[src/rtl/lfcs_pkg.sv]
// Package for the launcher fire control sequencer: register indexes, reset values,
// mode and state codes, default widths. No dependencies.
package lfcs_pkg;

  // Default widths of the hold/duty counters and of the trigger position arithmetic
  localparam int unsigned CounterWidthDef  = 16;
  localparam int unsigned PositionWidthDef = 32;

  // Configuration port
  localparam int unsigned CfgIdxW  = 3;
  localparam int unsigned CfgDataW = 20;

  typedef enum logic [CfgIdxW-1:0] {
    CFG_LONG_PRESS = 3'd0,
    CFG_STICK_THR  = 3'd1,
    CFG_BURST      = 3'd2,
    CFG_COOLING    = 3'd3,
    CFG_BULLET     = 3'd4,
    CFG_ARRIVE     = 3'd5
  } cfg_idx_e;

  // Register reset values
  localparam logic [15:0] LongPressRst = 16'd500;
  localparam logic [9:0]  StickThrRst  = 10'd600;
  localparam logic [15:0] BurstRst     = 16'd3000;
  localparam logic [15:0] CoolingRst   = 16'd1000;
  localparam logic [19:0] BulletRst    = 20'd8192;
  localparam logic [15:0] ArriveRst    = 16'd256;

  // Control modes
  localparam logic [1:0] MODE_KEYMOUSE = 2'd0;
  localparam logic [1:0] MODE_REMOTE   = 2'd1;

  // Friction wheel codes, as presented on fric_state_o
  typedef enum logic [1:0] {
    FRIC_OFF      = 2'd0,
    FRIC_UNSTABLE = 2'd1,
    FRIC_NORMAL   = 2'd2
  } fric_e;

  // Shoot mode codes, as presented on fire_state_o
  typedef enum logic [1:0] {
    FIRE_STOP   = 2'd0,
    FIRE_READY  = 2'd1,
    FIRE_BULLET = 2'd2
  } fire_e;

endpackage

[src/rtl/launcher_fire_control_sequencer.sv]
// Launcher fire control sequencer: click/long-press qualification, auto fire duty cycle,
// friction and shoot mode sequencing, trigger target stepping. Depends on lfcs_pkg.
//
// One item is one 1 ms control tick. The block takes an item in every clock cycle as long
// as results are taken: an item first lands in an input register, and when the result
// register is free the per-tick logic updates the sequencer state, which is itself the
// result register. The result of an item is offered from that state register, and a
// new item may follow every cycle as long as results are taken. A result that waits
// on out_ready_i holds the state; the input register still takes one more item, and
// then in_ready_o drops. Configuration writes (cfg_we_i, cfg_idx_i, cfg_data_i) take
// effect at the clock edge and must come while no item is in flight. The trigger target
// wraps modulo 2^POSITION_WIDTH and is shown in its low 32 bits; hold and duty counters
// saturate at 2^COUNTER_WIDTH - 1.
module launcher_fire_control_sequencer
  import lfcs_pkg::*;
#(
  parameter int unsigned COUNTER_WIDTH  = CounterWidthDef,
  parameter int unsigned POSITION_WIDTH = PositionWidthDef
) (
  input  logic                clk_i,
  input  logic                rst_ni,
  // configuration writes
  input  logic                cfg_we_i,
  input  logic [CfgIdxW-1:0]  cfg_idx_i,
  input  logic [CfgDataW-1:0] cfg_data_i,
  // tick items
  input  logic                in_valid_i,
  output logic                in_ready_o,
  input  logic [1:0]          control_mode_i,
  input  logic                left_button_i,
  input  logic                right_button_i,
  input  logic signed [10:0]  stick_value_i,
  input  logic                target_seen_i,
  input  logic                kill_switch_i,
  input  logic                stop_request_i,
  input  logic signed [31:0]  trigger_position_i,
  // result items
  output logic                out_valid_o,
  input  logic                out_ready_i,
  output logic [1:0]          fric_state_o,
  output logic [1:0]          fire_state_o,
  output logic signed [31:0]  trigger_target_o,
  output logic                auto_fire_o,
  output logic                left_click_o,
  output logic                right_long_o
);

  localparam int unsigned CW = COUNTER_WIDTH;
  localparam int unsigned PW = POSITION_WIDTH;
  // common width for comparing a counter against a 16-bit register
  localparam int unsigned XW = (CW > 16) ? CW : 16;

  // ---------------------------------------------------------------------------
  // Configuration registers
  // ---------------------------------------------------------------------------
  logic [15:0] long_press_q, burst_q, cooling_q, arrive_q;
  logic [9:0]  stick_thr_q;
  logic [19:0] bullet_q;

  always_ff @(posedge clk_i or negedge rst_ni) begin
    if (!rst_ni) begin
      long_press_q <= LongPressRst;
      stick_thr_q  <= StickThrRst;
      burst_q      <= BurstRst;
      cooling_q    <= CoolingRst;
      bullet_q     <= BulletRst;
      arrive_q     <= ArriveRst;
    end else if (cfg_we_i) begin
      unique case (cfg_idx_i)
        CFG_LONG_PRESS: long_press_q <= cfg_data_i[15:0];
        CFG_STICK_THR:  stick_thr_q  <= cfg_data_i[9:0];
        CFG_BURST:      burst_q      <= cfg_data_i[15:0];
        CFG_COOLING:    cooling_q    <= cfg_data_i[15:0];
        CFG_BULLET:     bullet_q     <= cfg_data_i;
        CFG_ARRIVE:     arrive_q     <= cfg_data_i[15:0];
        default: ;  // indexes beyond the list are dropped
      endcase
    end
  end

  // ---------------------------------------------------------------------------
  // Input register
  // ---------------------------------------------------------------------------
  logic               s1_valid_q;
  logic [1:0]         s1_mode_q;
  logic               s1_left_q, s1_right_q, s1_target_q, s1_kill_q, s1_stop_q;
  logic signed [10:0] s1_stick_q;
  logic signed [31:0] s1_pos_q;

  logic advance;     // move the staged item through the tick logic
  logic out_valid_q;

  assign advance    = s1_valid_q && (!out_valid_q || out_ready_i);
  assign in_ready_o = !s1_valid_q || advance;

  always_ff @(posedge clk_i or negedge rst_ni) begin
    if (!rst_ni) begin
      s1_valid_q <= 1'b0;
    end else if (in_ready_o) begin
      s1_valid_q <= in_valid_i;
    end
  end

  // payload: no reset needed
  always_ff @(posedge clk_i) begin
    if (in_valid_i && in_ready_o) begin
      s1_mode_q   <= control_mode_i;
      s1_left_q   <= left_button_i;
      s1_right_q  <= right_button_i;
      s1_stick_q  <= stick_value_i;
      s1_target_q <= target_seen_i;
      s1_kill_q   <= kill_switch_i;
      s1_stop_q   <= stop_request_i;
      s1_pos_q    <= trigger_position_i;
    end
  end

  always_ff @(posedge clk_i or negedge rst_ni) begin
    if (!rst_ni) begin
      out_valid_q <= 1'b0;
    end else if (advance) begin
      out_valid_q <= 1'b1;
    end else if (out_ready_i) begin
      out_valid_q <= 1'b0;
    end
  end

  // ---------------------------------------------------------------------------
  // Sequencer state; it doubles as the result register
  // ---------------------------------------------------------------------------
  logic               left_prev_q, left_prev_d;
  logic               right_prev_q, right_prev_d;
  logic signed [10:0] stick_prev_q, stick_prev_d;
  logic [CW-1:0]      left_hold_q, left_hold_d;
  logic [CW-1:0]      right_hold_q, right_hold_d;
  logic               left_long_q, left_long_d;
  logic               right_long_q, right_long_d;
  logic [1:0]         mode_prev_q, mode_prev_d;
  logic               cool_phase_q, cool_phase_d;
  logic [CW-1:0]      burst_cnt_q, burst_cnt_d;
  logic [CW-1:0]      cool_cnt_q, cool_cnt_d;
  logic               auto_fire_q, auto_fire_d;
  fric_e              fric_q, fric_d;
  fire_e              fire_q, fire_d;
  logic [PW-1:0]      target_q, target_d;
  logic               pending_q, pending_d;
  logic               click_q, click_d;

  // Saturating hold counter; returns {flag, count}
  function automatic logic [CW:0] hold_track(input logic pressed, input logic [CW-1:0] cnt,
                                             input logic flag, input logic [15:0] limit);
    logic [XW-1:0] cnt_x;
    logic [XW-1:0] lim_x;
    logic [CW-1:0] cnt_n;
    logic          flag_n;
    cnt_x  = XW'(cnt);
    lim_x  = XW'(limit);
    cnt_n  = cnt;
    flag_n = flag;
    if (pressed) begin
      if (cnt_x < lim_x && !(&cnt)) begin
        cnt_n = cnt + 1'b1;
      end else if (cnt_x >= lim_x) begin
        flag_n = 1'b1;
      end
    end else begin
      cnt_n  = '0;
      flag_n = 1'b0;
    end
    return {flag_n, cnt_n};
  endfunction

  logic signed [11:0] stick_x, stick_prev_x, thr_x, neg_thr_x;
  logic [PW-1:0]      pos_x, diff, mag;
  logic               clear_evt;

  always_comb begin
    stick_x      = 12'(s1_stick_q);
    stick_prev_x = 12'(stick_prev_q);
    thr_x        = signed'({2'b00, stick_thr_q});
    neg_thr_x    = -thr_x;
    pos_x        = PW'(s1_pos_q);

    left_prev_d  = left_prev_q;
    right_prev_d = right_prev_q;
    stick_prev_d = stick_prev_q;
    left_hold_d  = left_hold_q;
    right_hold_d = right_hold_q;
    left_long_d  = left_long_q;
    right_long_d = right_long_q;
    cool_phase_d = cool_phase_q;
    burst_cnt_d  = burst_cnt_q;
    cool_cnt_d   = cool_cnt_q;
    auto_fire_d  = auto_fire_q;
    fric_d       = fric_q;
    fire_d       = fire_q;
    target_d     = target_q;
    pending_d    = pending_q;
    click_d      = click_q;
    mode_prev_d  = s1_mode_q;
    diff         = '0;
    mag          = '0;

    // Qualify clicks and long presses; other modes keep the flags
    if (s1_mode_q == MODE_KEYMOUSE) begin
      click_d      = !left_prev_q && s1_left_q;
      left_prev_d  = s1_left_q;
      right_prev_d = s1_right_q;
      {left_long_d, left_hold_d}   = hold_track(s1_left_q, left_hold_q, left_long_q,
                                                long_press_q);
      {right_long_d, right_hold_d} = hold_track(s1_right_q, right_hold_q, right_long_q,
                                                long_press_q);
    end else if (s1_mode_q == MODE_REMOTE) begin
      click_d      = (stick_prev_x < thr_x) && (stick_x >= thr_x);
      stick_prev_d = s1_stick_q;
      {left_long_d, left_hold_d}   = hold_track(stick_x >= thr_x, left_hold_q, left_long_q,
                                                long_press_q);
      {right_long_d, right_hold_d} = hold_track(stick_x <= neg_thr_x, right_hold_q,
                                                right_long_q, long_press_q);
    end

    // Burst/cool duty cycle for auto fire, key-mouse mode only
    if (s1_mode_q == MODE_KEYMOUSE) begin
      if (!cool_phase_q) begin
        if (s1_target_q) begin
          if (XW'(burst_cnt_q) >= XW'(burst_q)) begin
            cool_phase_d = 1'b1;
            burst_cnt_d  = '0;
          end else begin
            if (!(&burst_cnt_q)) burst_cnt_d = burst_cnt_q + 1'b1;
            auto_fire_d = 1'b1;
          end
        end
      end else begin
        auto_fire_d = 1'b0;
        if (XW'(cool_cnt_q) >= XW'(cooling_q)) begin
          cool_phase_d = 1'b0;
          cool_cnt_d   = '0;
        end else if (!(&cool_cnt_q)) begin
          cool_cnt_d = cool_cnt_q + 1'b1;
        end
      end
    end

    // Switch between key-mouse and remote, kill switch or stop: drop flags, stand down
    clear_evt = (mode_prev_q == MODE_KEYMOUSE && s1_mode_q == MODE_REMOTE) ||
                (mode_prev_q == MODE_REMOTE && s1_mode_q == MODE_KEYMOUSE) ||
                s1_kill_q || s1_stop_q;
    if (clear_evt) begin
      left_hold_d  = '0;
      right_hold_d = '0;
      left_long_d  = 1'b0;
      right_long_d = 1'b0;
      click_d      = 1'b0;
      fire_d       = FIRE_STOP;
      fric_d       = FRIC_OFF;
    end

    // Friction: off -> unstable -> normal, unstable passes on within the tick
    if ((click_d || auto_fire_d) && fric_d == FRIC_OFF) fric_d = FRIC_UNSTABLE;
    if (fric_d == FRIC_UNSTABLE) fric_d = FRIC_NORMAL;

    // Shoot mode
    case (fire_d)
      FIRE_STOP: begin
        if (fric_d == FRIC_NORMAL) fire_d = FIRE_READY;
      end
      FIRE_READY: begin
        if (click_d || right_long_d || auto_fire_d) fire_d = FIRE_BULLET;
        if (fric_d == FRIC_UNSTABLE) fire_d = FIRE_STOP;
      end
      FIRE_BULLET: begin
        if (fric_d == FRIC_UNSTABLE) fire_d = FIRE_STOP;
      end
      default: ;
    endcase

    // Bullet: advance the target once, back to ready on arrival unless the right long press holds
    if (fire_d == FIRE_BULLET) begin
      if (!pending_q) begin
        target_d  = target_q + PW'(bullet_q);
        pending_d = 1'b1;
      end
      diff = pos_x - target_d;
      mag  = diff[PW-1] ? (~diff + 1'b1) : diff;
      if (mag < PW'(arrive_q)) begin
        pending_d = 1'b0;
        if (!right_long_d) fire_d = FIRE_READY;
      end
    end
  end

  always_ff @(posedge clk_i or negedge rst_ni) begin
    if (!rst_ni) begin
      left_prev_q  <= 1'b0;
      right_prev_q <= 1'b0;
      stick_prev_q <= '0;
      left_hold_q  <= '0;
      right_hold_q <= '0;
      left_long_q  <= 1'b0;
      right_long_q <= 1'b0;
      mode_prev_q  <= MODE_KEYMOUSE;
      cool_phase_q <= 1'b0;
      burst_cnt_q  <= '0;
      cool_cnt_q   <= '0;
      auto_fire_q  <= 1'b0;
      fric_q       <= FRIC_OFF;
      fire_q       <= FIRE_STOP;
      target_q     <= '0;
      pending_q    <= 1'b0;
      click_q      <= 1'b0;
    end else if (advance) begin
      left_prev_q  <= left_prev_d;
      right_prev_q <= right_prev_d;
      stick_prev_q <= stick_prev_d;
      left_hold_q  <= left_hold_d;
      right_hold_q <= right_hold_d;
      left_long_q  <= left_long_d;
      right_long_q <= right_long_d;
      mode_prev_q  <= mode_prev_d;
      cool_phase_q <= cool_phase_d;
      burst_cnt_q  <= burst_cnt_d;
      cool_cnt_q   <= cool_cnt_d;
      auto_fire_q  <= auto_fire_d;
      fric_q       <= fric_d;
      fire_q       <= fire_d;
      target_q     <= target_d;
      pending_q    <= pending_d;
      click_q      <= click_d;
    end
  end

  // Results: the state as left by the last item
  assign out_valid_o      = out_valid_q;
  assign fric_state_o     = fric_q;
  assign fire_state_o     = fire_q;
  assign trigger_target_o = 32'(target_q);
  assign auto_fire_o      = auto_fire_q;
  assign left_click_o     = click_q;
  assign right_long_o     = right_long_q;

endmodule

[config.mk]
export PLATFORM = sky130hd
export DESIGN_NAME = launcher_fire_control_sequencer
export DESIGN_NICKNAME = d
export VERILOG_FILES = /design/src/rtl/lfcs_pkg.sv /design/src/rtl/launcher_fire_control_sequencer.sv
export SDC_FILE = /design/constraint.sdc
export NUM_CORES = 1
export LEC_CHECK = 0
export ABC_AREA = 1
export BUFFER_PORTS_ARGS = -buffer_cell sky130_fd_sc_hd__buf_4
export CAP_MARGIN = 20
export CORE_ASPECT_RATIO = 0.9
export CORE_MARGIN = 2
export CORE_UTILIZATION = 40
export CTS_CLUSTER_DIAMETER = 150
export DETAILED_ROUTE_END_ITERATION = 10
export HOLD_SLACK_MARGIN = 0.02
export MAX_ROUTING_LAYER = met4
export PLACE_DENSITY = 0.66
export SETUP_SLACK_MARGIN = 0.1
export SLEW_MARGIN = 0
export SYNTH_ARGS = -nofsm -noshare
export SYNTH_HDL_FRONTEND = slang
export SYNTH_SLANG_ARGS = --single-unit
[constraint.sdc]
create_clock -name clk_i -period 16.9 [get_ports clk_i]
set_input_delay 1.69 -clock clk_i [delete_from_list [all_inputs] [get_ports clk_i]]
set_output_delay 1.69 -clock clk_i [all_outputs]
set_load 0.02 [all_outputs]
* Word-level counts from Yosys, hierarchy flattened
Cells that the tools add are included.
** Word-level totals
- Output and inout bits :: 41
- Word-level logic and storage cells :: 151
- Register bits :: 249
** Cells by class
- Multiplexer cells :: 46
- Equal/unequal tests :: 15
- Bitwise gates (word level) :: 3
- $add $sub $neg :: 7
- Magnitude comparators :: 8
- Reductions and logical operators :: 42
** Operators by type and width (number)
- 16-bit two-way mux :: 10
- 32-bit two-way mux :: 3
- 16-bit by 1-bit adder with 16-bit output, second input constant :: 3
- 16-bit >= comparator :: 3
- 16-bit AND reduction :: 3
- 32-bit by 1-bit adder with 32-bit output, second input constant :: 1
- 32-bit by 20-bit adder with 32-bit output :: 1
- 32-bit by 16-bit < comparator with 1-bit output :: 1
- 32-bit inverter :: 1
- 32-bit subtractor :: 1
- 2-bit two-way mux :: 11
- 1-bit two-way mux :: 21
- 2-bit AND reduction :: 9
- 16-bit < comparator :: 1
- 11-bit by 12-bit less-or-equal comparator with 1-bit output :: 1
- 10-bit negator with 12-bit output :: 1
- 11-bit >= comparator :: 1
- 11-bit < comparator :: 1
- 2-bit by 1-bit == test with 1-bit output, second input constant :: 5
- 1-bit logical AND :: 8
- 2-bit logical NOT :: 4
- 1-bit logical OR :: 8
- 2-bit == test, second input constant :: 3
- 3-bit by 2-bit == test with 1-bit output, second input constant :: 2
- other kinds (12) :: 18

* Logic depth before layout (Yosys ltp)
Gate-level depths: netlist of the first run.
- Depth in word-level cells :: 23
- Depth in mapped cells :: 44

* Worst setup path before layout of the first run
OpenSTA, ideal clock, no wires.
- Kind :: reg-to-reg
- Start point :: reg target_q[0] (netlist: trigger_target_o[0])
- End point :: reg fire_q[1] (netlist: fire_state_o[1])
- Cell stages (with the launch flop) :: 41
- Slack :: 11.421 ns
- Data arrival time :: 5.363 ns
- Path through :: dfrtp_1 > ha_1 > fa_1 > nand2_1 > nand3_1 > and2_1 > xnor2_1 > o21ai_0 > inv_1 > ha_1 > a21o_1 > a21oi_2 > o21ai_0 > nand2_1 > nand2_1 > nand3_1 > nand2_1 > nand2_1 > [... 5 more ...] > buf_2 > nand2_1 > o21ai_0 > ha_1 > a21oi_1 > nor2_1 > a211oi_1 > o221ai_1 > a21oi_1 > o221ai_1 > a31oi_1 > o21ai_1 > nor2_1 > nand2_1 > nor2_2 > nand3_2 > nand2_1 > nand2_1
** Between the ends
- Cells in the longest elaborated chain, start to end :: 10
** Ends and longest elaborated chain
- start, declared :: RTL line launcher_fire_control_sequencer.sv:145 : logic [PW-1:0] target_q, target_d;
- start signal, assigned :: RTL line launcher_fire_control_sequencer.sv:327 : target_q <= target_d;
- 32-bit by 20-bit adder with 32-bit output :: RTL line launcher_fire_control_sequencer.sv:281 : target_d = target_q + PW'(bullet_q);
- 32-bit two-way mux (*) :: RTL line launcher_fire_control_sequencer.sv:280 : if (!pending_q) begin
- 32-bit two-way mux (*) :: RTL line launcher_fire_control_sequencer.sv:279 : if (fire_d == FIRE_BULLET) begin
- 32-bit subtractor (*) :: RTL line launcher_fire_control_sequencer.sv:284 : diff = pos_x - target_d;
- 32-bit inverter :: RTL line launcher_fire_control_sequencer.sv:285 : mag = diff[PW-1] ? (~diff + 1'b1) : diff;
- 32-bit by 1-bit adder with 32-bit output :: RTL line launcher_fire_control_sequencer.sv:285
- 32-bit two-way mux (*) :: RTL line launcher_fire_control_sequencer.sv:285
- 32-bit by 16-bit < comparator with 1-bit output (*) :: RTL line launcher_fire_control_sequencer.sv:286 : if (mag < PW'(arrive_q)) begin
- 2-bit two-way mux (*) :: RTL line launcher_fire_control_sequencer.sv:286
- 2-bit two-way mux (*) :: RTL line launcher_fire_control_sequencer.sv:279
- end signal, assigned :: RTL line launcher_fire_control_sequencer.sv:326 : fire_q <= fire_d;
- end, declared :: RTL line launcher_fire_control_sequencer.sv:144 : fire_e fire_q, fire_d;
Mark *: on every way between the ends. The rest lies on a longest branch, timed or not. The select of a mux whose other input is x is not followed.
A chain may end at the register's enable or synchronous reset.

* Worst setup path after layout of the first run
- Start point :: reg target_q[6] (netlist: trigger_target_o[6])
- End point :: reg fire_q[1] (netlist: fire_state_o[1])
The elaborated chain is that of the path after synthesis.

==> impl_metrics.csv, run 1 <==
group,metric,value,unit
job,maxCapViolCount,0,
setup_path,critPathCaptureType,"register",
pwr,vdd_ir_drop_max,0.0940,mV
logic_synthesis,synth-seq-area-share,37.2,%
placed_design,gp_congestion,0.957,
logic_synthesis,syn-instance-count,2334,
floorplan,initial_core_util,40.7,%
setup_path,crit_family,"simple AND/OR/NAND/NOR gates",
grt,grt_pass1_vias,15400,
worst_hold_path,hp-start,"burst_q[10]",
clocking,cts_made_buffers,29,
cells_and_area,layout-drive-gt1-share,14.0,%
timing,period_share,38.3,%
detailed_routing,drc_errors,0,
setup_path,reg2reg_depth,36,
floorplan,fp.dieH,202,um
outcome,status,"finished clean",
setup_path,cp_slowest_stage_delay,0.42,ns
setup_path,rr_startpoint,"trigger_target_o[6]",
timing,setup_viol,0,
detailed_routing,firstDrtPassIters,5,
placed_design,dpl_cell_area,19000,sq um
logic_synthesis,synth_warnings,0,
setup_path,rrSetupSlack,10.43,ns
logic_synthesis,ys_types,63,
timing,relSlewSlack,38.1,%
clocking,htreeDepth,1,
logic_synthesis,ys.flop_type,"dfrtp_1",
floorplan,core,43100,sq um
clocking,postCtsHoldBufs,0,
timing,skew,0.0211,ns
cells_and_area,syn2layout_area_growth,14.1,%
setup_path,cp_max_fo,37,
grt,track_usage,22.8,%
setup_path,cp.arrival,6.93,ns
setup_path,slowest_stage,"dfrtp_1",
setup_path,required,17.36,ns
clocking,clkTransAtPathRegs,0.06,ns
detailed_routing,wl,50.1,mm
placed_design,port_buffers,118,
cells_and_area,nets,2677,
timing,max_freq,0.154,GHz
logic_synthesis,synthTopCellsByArea,"dfrtp_1 25%, nand2_1 13%, ha_1 10%",
timing,min_period,6.47,ns
clocking,cts_tree,"built",
detailed_routing,drt-initial-drc-count,1222,
logic_synthesis,synth_top_cell_by_area,"dfrtp_1",
worst_hold_path,hp-class,"reg2reg",
timing,finalSetupTns,0,ns
cells_and_area,final_common_cell,"nand2_1",
grt,grt_start_max_net_pins,77,
floorplan,fp.dieArea,45500,sq um
setup_path,worst-path-buf-inv,2,
clocking,cts_setup_buffers,0,
grt,gr-total-overflow,0,
pwr,p_leak,0.00991,uW
detailed_routing,via_per_inst,5.25,
logic_synthesis,ys_async_sr_fraction,79.9,%
logic_synthesis,synth_nets,2556,
floorplan,die-width,225,um
detailed_routing,avgRoutedWirePerCell,16.5,um
setup_path,crit_type,"reg2reg",
clocking,cts-resized-gates,0,
pwr,p_per_area,167,nW/um^2
detailed_routing,antenna_left,0,
grt,antenna_found_initial,1,
timing,final_max_slew_viol_count,0,
timing,finalHoldViolations,0,
detailed_routing,via_count,15900,
clocking,cts-root-buf,"clkbuf_16",
worst_hold_path,hold_end,"burst_q[10]",
floorplan,ios,119,
worst_hold_path,hold_depth,2,
timing,worst_pin_slew,0.929,ns
setup_path,regToRegEndpoint,"fire_state_o[1]",
floorplan,std_cell_rows,72,
logic_synthesis,ys_ff_latch,249,
placed_design,dpl.hpwl,39.3,mm
cells_and_area,final_cell_area,20000,sq um
clocking,clock_path_buffers,3,
timing,rsz0062_at_grt,"no",
clocking,clk_latency,0.57,ns
logic_synthesis,syn_area,17500,sq um
setup_path,cp-start-kind,"register",
grt,grt_pass1_wl,80.4,mm
logic_synthesis,synth_top_area_share,24.9,%
logic_synthesis,postSynthAreaPerCell,7.50,sq um
clocking,cts.sinks,249,
cells_and_area,layout_common_cells,"615 x nand2_1, 327 x inv_1, 191 x o21ai_0",
logic_synthesis,synth-edff-count,50,
==> cell usage after synthesis (3+ instances only) <==
master / count
o21ai_1: 7
a21boi_0: 3
o221ai_1: 3
nand3b_1: 9
a31oi_1: 9
nor3_1: 29
nand3_2: 19
a211oi_1: 8
and2_1: 4
nor2_2: 19
nor4_1: 15
clkbuf_1: 33
xor2_1: 40
o21bai_1: 4
edfxtp_1: 50
o21ai_0: 191
nor2_1: 144
xnor2_1: 9
a21oi_1: 108
o32ai_1: 5
a221oi_1: 3
a21oi_2: 7
nand2_1: 615
nand2_4: 5
dfrtp_1: 174
inv_1: 328
o22ai_1: 12
mux2_2: 13
buf_2: 5
nand3_1: 144
nand2_2: 38
or2_2: 5
inv_2: 24
a21o_1: 6
o21a_1: 5
ha_1: 142
nand4_1: 42
dfstp_2: 25
==> how the worst max path moves through the flow <==
| stage | startpoint | to | slack (ns) | cells after the start |
|---|---|---|---|---|
| floorplan | trigger_target_o[0] | fire_state_o[1] | 11.42 | 40 |
| global placement | trigger_target_o[6] | fire_state_o[1] | 10.60 | 36 |
| detailed placement | trigger_target_o[0] | fire_state_o[1] | 10.48 | 41 |
| CTS | trigger_target_o[0] | fire_state_o[1] | 10.46 | 41 |
| global route | trigger_target_o[0] | fire_state_o[1] | 9.78 | 41 |
| finish | trigger_target_o[6] | fire_state_o[1] | 10.43 | 36 |
==> metal layers <==
layer	vias to the layer above	GRT usage [%]	share of wire, %
met5	-	-	0
met4	0	6.50	3.1
met3	82	4.31	6.2
met2	404	34.6	43
met1	7513	31.2	47
li1	7937	-	-
==> tightest hold or removal path: stages, from the launching register on <==
cell and delay, ns:
dfrtp_1 0.34, nand2_1 0.05, o21ai_0 0.05
==> layout make-up <==
type | count | area, sq um
Antenna cell | 1 | 2.50
Clock buffer | 41 | 846
Fill cell | 4286 | 23100
Multi-Input combinational cell | 1692 | 9510
Tap cell | 555 | 694
Inverter | 353 | 1330
Timing Repair Buffer | 130 | 997
Clock inverter | 12 | 95.1
Sequential cell | 249 | 6510
==> power by group <==
part           switching, uW  internal, uW
logic                   1230           646
clock network            258           363
registers                108           745
total                   1590          1750
==> stage by stage <==
step / utilization [%] / power [uW] / hold slack [ns] / cells / setup slack (ns)
after CTS: 46.3 / 3340 / 0.488 / 3030 / 10.46
after floorplan: - / 2200 / 0.453 / 2334 / 11.42
after detailed placement: 44.1 / 2710 / 0.473 / 2977 / 10.48
final: 46.4 / 3340 / 0.484 / 3033 / 10.43
after global placement: 44.1 / 2670 / 0.469 / 2977 / 10.60
after global routing: 46.4 / 3660 / 0.504 / 3033 / 9.78
==> flip-flops by register name (all words and copies together) (netlist names), 10 cells and up <==
signal,flops
arrive_q,16
long_press_q,16
stick_thr_q,10
cool_cnt_q,16
cooling_q,16
burst_cnt_q,16
s1_stick_q,11
pos_x,32
burst_q,16
right_hold_q,16
trigger_target_o,32
stick_prev_q,11
bullet_q,20
==> logic make-up after synthesis <==
family                     after synthesis  synth area share [%]
buffers and inverters                  393                  8.50
muxes                                   13                 0.836
adders and majority gates              144                  10.4
AOI/OAI and AO/OA                      382                  12.1
DFF                                    249                  37.2
xor gates and xnor gates                49                  2.45
and+or+nand+nor                       1104                  28.6
Note: power is estimated with default switching activity, not from simulation.
==> inputs of run 2 (changes only) <==
- clock period: 16.9 -> 6.3 ns (I/O delays scaled with it)
==> run 2 against run 1 <==
Net effect:
- routed wire length is 2.3% higher
- final cell count up 0.53%
- final area grew 2.9%
- first-iteration DRC count shrank 2.5%
- via count is 0.77% higher
- critical path type unchanged
- critical endpoint unchanged
==> impl_metrics.csv, run 2 (synthesized netlist as in run 1, its figures left out) <==
group,metric,value,unit
setup_path,cp.arrival,6.14,ns
cells_and_area,nets,2694,
clocking,cts_tree,"built",
clocking,cts-root-buf,"clkbuf_16",
setup_path,regToRegEndpoint,"fire_state_o[1]",
worst_hold_path,hp-class,"in2async",
job,maxCapViolCount,0,
detailed_routing,via_count,16100,
outcome,status,"finished clean",
detailed_routing,avgRoutedWirePerCell,16.8,um
grt,grt_start_max_net_pins,110,
floorplan,fp.dieH,202,um
timing,max_freq,0.176,GHz
clocking,cts.sinks,249,
cells_and_area,final_cell_area,20600,sq um
placed_design,dp.cells,2984,
timing,final_max_slew_viol_count,0,
floorplan,std_cell_rows,72,
cells_and_area,layout_common_cells,"611 x nand2_1, 325 x inv_1, 187 x o21ai_0",
timing,worst_pin_slew,1.03,ns
grt,antenna_found_initial,5,
cells_and_area,final_common_cell,"nand2_1",
setup_path,cp-start-kind,"register",
placed_design,dp_slack,0.268,ns
timing,finalHoldViolations,0,
placed_design,dpl_cell_area,19100,sq um
grt,grt_pass1_vias,15300,
pwr,vdd_ir_drop_max,0.283,mV
clocking,htreeDepth,1,
placed_design,dpl.hpwl,40.0,mm
timing,period_share,90.3,%
grt,use_met2,35.3,%
floorplan,core,43100,sq um
cells_and_area,n_antenna_cell,0,
setup_path,required,6.75,ns
cells_and_area,final_cells,3049,
floorplan,ios,119,
setup_path,rrSetupSlack,0.61,ns
timing,setup_ws,0.608,ns
timing,relSlewSlack,30.9,%
detailed_routing,via_per_inst,5.27,
setup_path,reg2reg_depth,34,
grt,grt_use_met1,32.1,%
clocking,clk_latency,0.57,ns
setup_path,path_common_cell,"nand2_1",
pwr,p_leak,0.0100,uW
timing,skew,0.0146,ns
grt,grt-busiest-layer,"met2",
setup_path,slowest_stage,"dfrtp_1",
detailed_routing,drc_errors,0,
clocking,postCtsHoldBufs,0,
cells_and_area,layout-drive-gt1-share,16.4,%
timing,finalSetupTns,0,ns
setup_path,crit_type,"reg2reg",
clocking,clkTransAtPathRegs,0.06,ns
grt,grt_pass1_wl,81.5,mm
setup_path,critPathCaptureType,"register",
detailed_routing,drt-initial-drc-count,1191,
setup_path,crit_start,"trigger_target_o[8]",
floorplan,initial_core_util,40.7,%
placed_design,gp_congestion,0.961,
detailed_routing,wl,51.3,mm
cells_and_area,syn2layout_area_growth,17.4,%
pwr,p_per_area,458,nW/um^2
detailed_routing,antenna_left,0,
setup_path,rr_startpoint,"trigger_target_o[8]",
grt,use_met3,4.12,%
timing,rsz0062_at_grt,"no",
timing,min_period,5.69,ns
timing,hold_ws,0.107,ns
floorplan,die-width,225,um
setup_path,cp_slowest_stage_delay,0.41,ns
floorplan,fp.dieArea,45500,sq um
setup_path,cp_max_fo,8,
grt,track_usage,23.3,%
clocking,cts_made_buffers,29,
detailed_routing,firstDrtPassIters,6,
grt,gr-total-overflow,0,
timing,setup_viol,0,
placed_design,port_buffers,118,
clocking,clock_path_buffers,3,
[run 2: cell types whose count changed in the layout (fill, tap and decap cells not counted), moves of 5 or more]
cell       previous run  this run
xor2_2                0         5
ha_1                142       120
bufinv_16             1         7
xor2_1               40        35
buf_4               127       144
clkinv_1              1         6
ha_2                  0         7
ha_4                  0        15
[run 2: metrics by stage]
| stage | utilization (%) | power [uW] |
|---|---|---|
| 6_report | 47.7 | 9410 |
| 5_1_grt | 47.7 | 10300 |
| 4_1_cts | 46.7 | 9190 |
| 3_5_place_dp | 44.3 | 7300 |
| 3_3_place_gp | 44.3 | 7180 |
| 2_1_floorplan | - | 5900 |
[run 2: where the power goes]
part / leakage, uW / internal, uW / switching (uW)
logic: 0.00659 / 1890 / 3370
clock network: 0.000495 / 1140 / 700
registers: 0.00296 / 2000 / 319
[run 2: area by class of cell]
| class | count | area (sq um) |
|---|---|---|
| Fill cell | 4127 | 22500 |
| Multi-Input combinational cell | 1692 | 9860 |
| Sequential cell | 249 | 6510 |
| Inverter | 353 | 1330 |
| Timing Repair Buffer | 147 | 1130 |
| Clock buffer | 33 | 751 |
| Tap cell | 555 | 694 |
| Clock inverter | 20 | 280 |
[run 2: repair_timing]
item,in CTS,in global routing
resized for setup,0,64
endpoints found under the setup margin,0,3
buffers inserted,0,11
[run 2: worst max path at each step]
| stage | end | slack, ns |
|---|---|---|
| finish | fire_state_o[1] | 0.61 |
| global route | fire_state_o[1] | 0.1 |
| CTS | fire_state_o[1] | 0.24 |
| detailed placement | fire_state_o[1] | 0.27 |
| global placement | fire_state_o[1] | 0.43 |
| floorplan | fire_state_o[1] | 0.82 |
[run 2: metal layers]
layer  wire [um]  up-vias  part of all wire (%)
met5           0        -                     0
met4        1380        0                   2.7
met3        3200       76                   6.2
met2       22500      402                    44
met1       24200     7628                    47
li1            -     7953                     -
[run 2: worst max-delay path, delay by kind of cell (launching register included)]
family                   cells  cell delay (ns)
AO/OA/AOI/OAI                8             1.32
XOR/XNOR                     2             0.45
adder cells (fa/ha/maj)      3             1.05
buffers and inverters        3             0.30
flip-flops                   1             0.41
AND/OR/NAND/NOR             18             2.06
